==> config.mk <==
export PLATFORM = sky130hd
export DESIGN_NAME = tcc_affine
export DESIGN_NICKNAME = d
export VERILOG_FILES = /design/src/hdl/tcc_pkg.sv /design/src/hdl/tcc_affine.sv
export SDC_FILE = /design/constraint.sdc
export NUM_CORES = 2
export LEC_CHECK = 0
export BUFFER_PORTS_ARGS = -buffer_cell sky130_fd_sc_hd__buf_2
export CAP_MARGIN = 30
export CORE_MARGIN = 3
export CORE_UTILIZATION = 55
export DETAILED_ROUTE_END_ITERATION = 8
export GPL_ROUTABILITY_DRIVEN = 0
export PLACE_DENSITY_LB_ADDON = 0.05
export SYNTH_ARGS = -nofsm -noshare
export SYNTH_HDL_FRONTEND = slang
export SYNTH_SLANG_ARGS = --single-unit
==> constraint.sdc <==
create_clock -name clk -period 12.6 [get_ports clk]
set_input_delay 1.26 -clock clk [delete_from_list [all_inputs] [get_ports clk]]
set_output_delay 1.26 -clock clk [all_outputs]
set_load 0.02 [all_outputs]
==> src/hdl/tcc_pkg.sv <==
// ----------------------------------------------------------------------------
// tcc_pkg
// Shared widths, register codes and helpers for the touch coordinate
// calibration block.
// ----------------------------------------------------------------------------
package tcc_pkg;

	localparam int RAW_W   = 12;  // one converter reading
	localparam int SUM_W   = 18;  // group accumulators
	localparam int CNT_W   = 7;   // samples in the current group
	localparam int COEF_W  = 32;  // Q16.16 coefficients
	localparam int FRAC_W  = 16;  // fraction bits of a coefficient
	localparam int COORD_W = 16;  // screen coordinates
	localparam int PRD_W   = COEF_W + SUM_W + 1;  // signed coef times unsigned average
	localparam int ACC_W   = PRD_W + 1;           // two products and an offset
	localparam int ROT_W   = COORD_W + 2;         // room for size - coord - 1
	localparam int IDX_W   = 3;

	typedef enum logic [IDX_W-1:0] {
		REG_COEF_AX   = 3'd0,
		REG_COEF_BX   = 3'd1,
		REG_COEF_CX   = 3'd2,
		REG_COEF_AY   = 3'd3,
		REG_COEF_BY   = 3'd4,
		REG_COEF_CY   = 3'd5,
		REG_ROTATION  = 3'd6,
		REG_SWAP_AXES = 3'd7
	} cfg_reg_t;

	typedef enum logic [1:0] {
		ROT_0   = 2'd0,
		ROT_90  = 2'd1,
		ROT_180 = 2'd2,
		ROT_270 = 2'd3
	} rot_t;

	// load enables of the stages held inside the affine units
	typedef struct packed {
		logic en_s3;
		logic en_s4;
		logic en_s5;
	} tcc_stage_en_t;

	localparam logic signed [COEF_W-1:0] COEF_ONE = 32'sd65536;

	function automatic logic signed [COORD_W-1:0] sat_rot(input logic signed [ROT_W-1:0] v);
		logic signed [COORD_W-1:0] r;
		if (v > ROT_W'(32767))
			r = 16'sh7fff;
		else if (v < -ROT_W'(32768))
			r = 16'sh8000;
		else
			r = COORD_W'(v);
		return r;
	endfunction

endpackage

==> src/hdl/tcc_affine.sv <==
// ----------------------------------------------------------------------------
// tcc_affine
// One axis of the affine calibration: a*X + b*Y + c in Q16.16, truncated
// toward zero to whole pixels and saturated to 16 bits, over three stages.
// ----------------------------------------------------------------------------
module tcc_affine import tcc_pkg::*; (
	input  logic                      clk,
	input  tcc_stage_en_t             ctl,
	input  logic signed [COEF_W-1:0]  coef_a,
	input  logic signed [COEF_W-1:0]  coef_b,
	input  logic signed [COEF_W-1:0]  coef_c,
	input  logic        [SUM_W-1:0]   px,
	input  logic        [SUM_W-1:0]   py,
	output logic signed [COORD_W-1:0] coord
);

	logic signed [PRD_W-1:0]   prod_a_s3, prod_b_s3;
	logic signed [COEF_W-1:0]  coef_c_s3;
	logic signed [ACC_W-1:0]   acc_s4;
	logic signed [ACC_W-1:0]   biased;
	logic signed [ACC_W-1:0]   whole;
	logic signed [COORD_W-1:0] coord_s5;

	always_ff @(posedge clk) begin
		if (ctl.en_s3) begin
			prod_a_s3 <= PRD_W'(coef_a) * $signed(PRD_W'(px));
			prod_b_s3 <= PRD_W'(coef_b) * $signed(PRD_W'(py));
			coef_c_s3 <= coef_c;
		end
	end

	always_ff @(posedge clk) begin
		if (ctl.en_s4) begin
			acc_s4 <= ACC_W'(prod_a_s3) + ACC_W'(prod_b_s3) + ACC_W'(coef_c_s3);
		end
	end

	// bias negative sums so the shift truncates toward zero
	always_comb begin
		biased = acc_s4 + (acc_s4[ACC_W-1] ? ACC_W'(65535) : ACC_W'(0));
		whole  = biased >>> FRAC_W;
	end

	always_ff @(posedge clk) begin
		if (ctl.en_s5) begin
			if (whole > ACC_W'(32767))
				coord_s5 <= 16'sh7fff;
			else if (whole < -ACC_W'(32768))
				coord_s5 <= 16'sh8000;
			else
				coord_s5 <= COORD_W'(whole);
		end
	end

	assign coord = coord_s5;

endmodule

==> results_dict.tcl <==
set metrics [dict create \
    post_cts_buffers 0 \
    synth_cells 5398 \
    synth_seq_cells 202 \
    cpMostUsedCell "fa_1" \
    insertion_delay_ps 520 \
    grt_pass1_wl_mm 199 \
    ff2ff_path_depth 10 \
    synth_top_area_share_pct 45.1 \
    synth_area_leaders "fa_1, edfxtp_1, inv_1" \
    post-route-period-util_pct 62.7 \
    grt_use_total_pct 25.6 \
    grt_pass1_vias 38300 \
    drive_gt1_share_pct 3.65 \
    critPathMaxFanout 32 \
    synth_flop_cell "edfxtp_1" \
    routed_wirelength_mm 120 \
    finClkSkew_ps 23.8 \
    drt_pre_antenna_iters 5 \
    outcome "finished, final reports clean" \
    syn_area_per_cell_sq_um 9.59 \
    ioPinCount 152 \
    num_rows 111 \
    hp-class "flop to flop" \
    min_delay_path_depth 2 \
    worstPathCellList "buf_2, and2_1, fa_1, fa_1, inv_1, fa_1, inv_1, fa_1, inv_1, fa_1, fa_1, inv_1, ha_1, a41oi_1, o21ai_0, a221o_1, and4_1, nor4_1, o31a_1, o21ai_1, a21o_1, a21oi_1, xnor2_1" \
    required_ps 12860 \
    synth_warnings 0 \
    rsz0062_at_grt "false" \
    core_sq_um 92500 \
    setup_violations 0 \
    clk_path_buf_depth 3 \
    worst_pin_slew_ps 1020 \
    wl_per_cell_microns 18.1 \
    postCtsHoldBufs 0 \
    grt-ovfl-total 0 \
    drt_iter0_markers 2117 \
    cts_tree "yes" \
    stdcell_count 6638 \
    maxCapViolations 0 \
    place_inst 6600 \
    grt_start_max_net_pins 71 \
    drc 0 \
    relSlewSlack_pct 31.5 \
    hold_ws_ps 708 \
    viasPerCell 5.35 \
    min_period_ps 7910 \
    worstPathArrival_ps 8170 \
    vias 35500 \
    slew_viol_final 0 \
    yosysSeqAreaShare_pct 11.7 \
    clk_pin_slew_ps 70 \
    cts_inserted_buffers 20 \
    yosysTopAreaCell "fa_1" \
    die_area_sq_um 97800 \
    area_growth_pct 4.38 \
    initial_core_util_pct 55.9 \
    antenna_found_initial 1 \
    portBuffers 151 \
    hold_viol 0 \
    root_buffer "clkbuf_16" \
    async_reset_ff_share_pct 0 \
    detail-route-antenna-nets 0 \
    cts_num_sinks 202 \
    layout.nets 7001 \
    die_x_microns 313 \
    end_kind "flop" \
    cp_slowest_cell "nor4_1" \
    fillers 8351 \
    ys_types 71 \
    die_h_microns 313 \
    cts.htree.levels 1 \
    synth-edff-count 202 \
    syn_nets 7019 \
    syn-cell-area_sq_um 51800 \
    ctsResizeCount 0 \
    start_kind "input pin" \
    criticalPathCategory "input pin to flop" \
    tns_ps 0 \
    post-dp-hpwl_mm 98.4 \
    fmax_mhz 126 \
    slowest_delay_ps 890 \
]
-- state kept, by name, summed over array words and instances, names as in the netlist --
register,cells
coef_c_s3,32
prod_b_s3,51
coord,16
prod_a_s3,51
acc_s4,52
-- cell usage after synthesis, drive strengths merged (8+ instances only) --
cell type and number:
and4 8, o31ai 12, xor2 53, and3 19, a31oi 11, nor2 78
nor2b 17, o21bai 26, nand3 35, o211ai 11, a21o 83, ha 319
o21a 17, nand2 512, nor3 24, and2 752, inv 1358, edfxtp 202
clkbuf 193, fa 1166, nand2b 10, nand4 19, a21oi 156, nor4 10
xnor2 117, a211oi 17, o21ai 92
-- layout by cell type (no fill, tap or decap), types with 14 or more instances in the layout --
cell and count:
o21a_1 17, nand3_1 35, clkbuf_16 20, fa_1 1166, xnor2_1 117, o21bai_1 26, inv_1 1358, nor2_1 78
o21ai_0 78, buf_2 150, and3_1 19, ha_1 319, nor2b_1 17, o21ai_1 14, nand2_1 512, xor2_1 53
edfxtp_1 202, nand4_1 18, a211oi_1 16, and2_1 752, a21oi_1 156, a21o_1 83, nor3_1 23
-- cell families (layout without fill, tap and decap cells) --
| kind of cell | Yosys count | in the layout | share of synthesized area, % |
|---|---|---|---|
| buffers and inverters | 1553 | 1549 | 11.3 |
| and+or+nand+nor | 1501 | 1501 | 15.3 |
| adders and majority gates | 1485 | 1485 | 52.8 |
| AOI/OAI and AO/OA | 484 | 484 | 5.98 |
| DFF | 202 | 202 | 11.7 |
| xor gates and xnor gates | 170 | 170 | 2.88 |
| muxes | 3 | 3 | 0.0604 |
| other | 0 | 1 | 0 |
-- routing by layer --
layer	vias to the layer above	GRT usage, %	routed length, microns
met5	-	0	0
met4	0	8.05	4520
met3	231	2.31	4690
met2	810	45.4	61600
met1	18400	33.3	49000
li1	16000	-	-
-- path summary, 6_finish.rpt --
| path | startpoint | endpoint | slack [ps] |
|---|---|---|---|
| min | acc_s4[28]$_DFFE_PP_ | coord[12]$_SDFFCE_PN1P_ | 710 |
| max | px[3] | prod_a_s3[43]$_DFFE_PP_ | 4690 |
| max reg2reg | acc_s4[51]$_DFFE_PP_ | coord[3]$_SDFFCE_PN1P_ | 7870 |
| min reg2reg | acc_s4[28]$_DFFE_PP_ | coord[12]$_SDFFCE_PN1P_ | 710 |
-- cell type report --
type | instances | area [sq um] | share of cell area (%)
Inverter | 1358 | 5100 | 9.44
Antenna cell | 1 | 2.50 | 0.00463
Tap cell | 1243 | 1560 | 2.88
Multi-Input combinational cell | 3643 | 39800 | 73.8
Timing Repair Buffer | 155 | 812 | 1.50
Sequential cell | 202 | 6070 | 11.2
Clock buffer | 23 | 512 | 0.947
Clock inverter | 13 | 126 | 0.234
-- per-stage QoR --
step / worst slack (ps) / utilization (%) / area [sq um]
floorplan: 5180 / - / 51800
detailed placement: 4240 / 57.7 / 53300
global route: 4380 / 58.4 / 54000
global placement: 4250 / 57.7 / 53300
finish: 4690 / 58.4 / 54000
CTS: 4750 / 58.4 / 54000
-- critical path: cells and delay by family --
kind | cells | cell delay [ps]
AO/OA/AOI/OAI | 7 | 1490
XOR/XNOR | 1 | 80
AND/OR/NAND/NOR | 3 | 1390
buffers and inverters | 5 | 640
adder cells (fa/ha/maj) | 7 | 3270
Power is left out: the tool's default activity adds up to more than one toggle a clock period on the data nets, which glitch-free logic cannot reach.
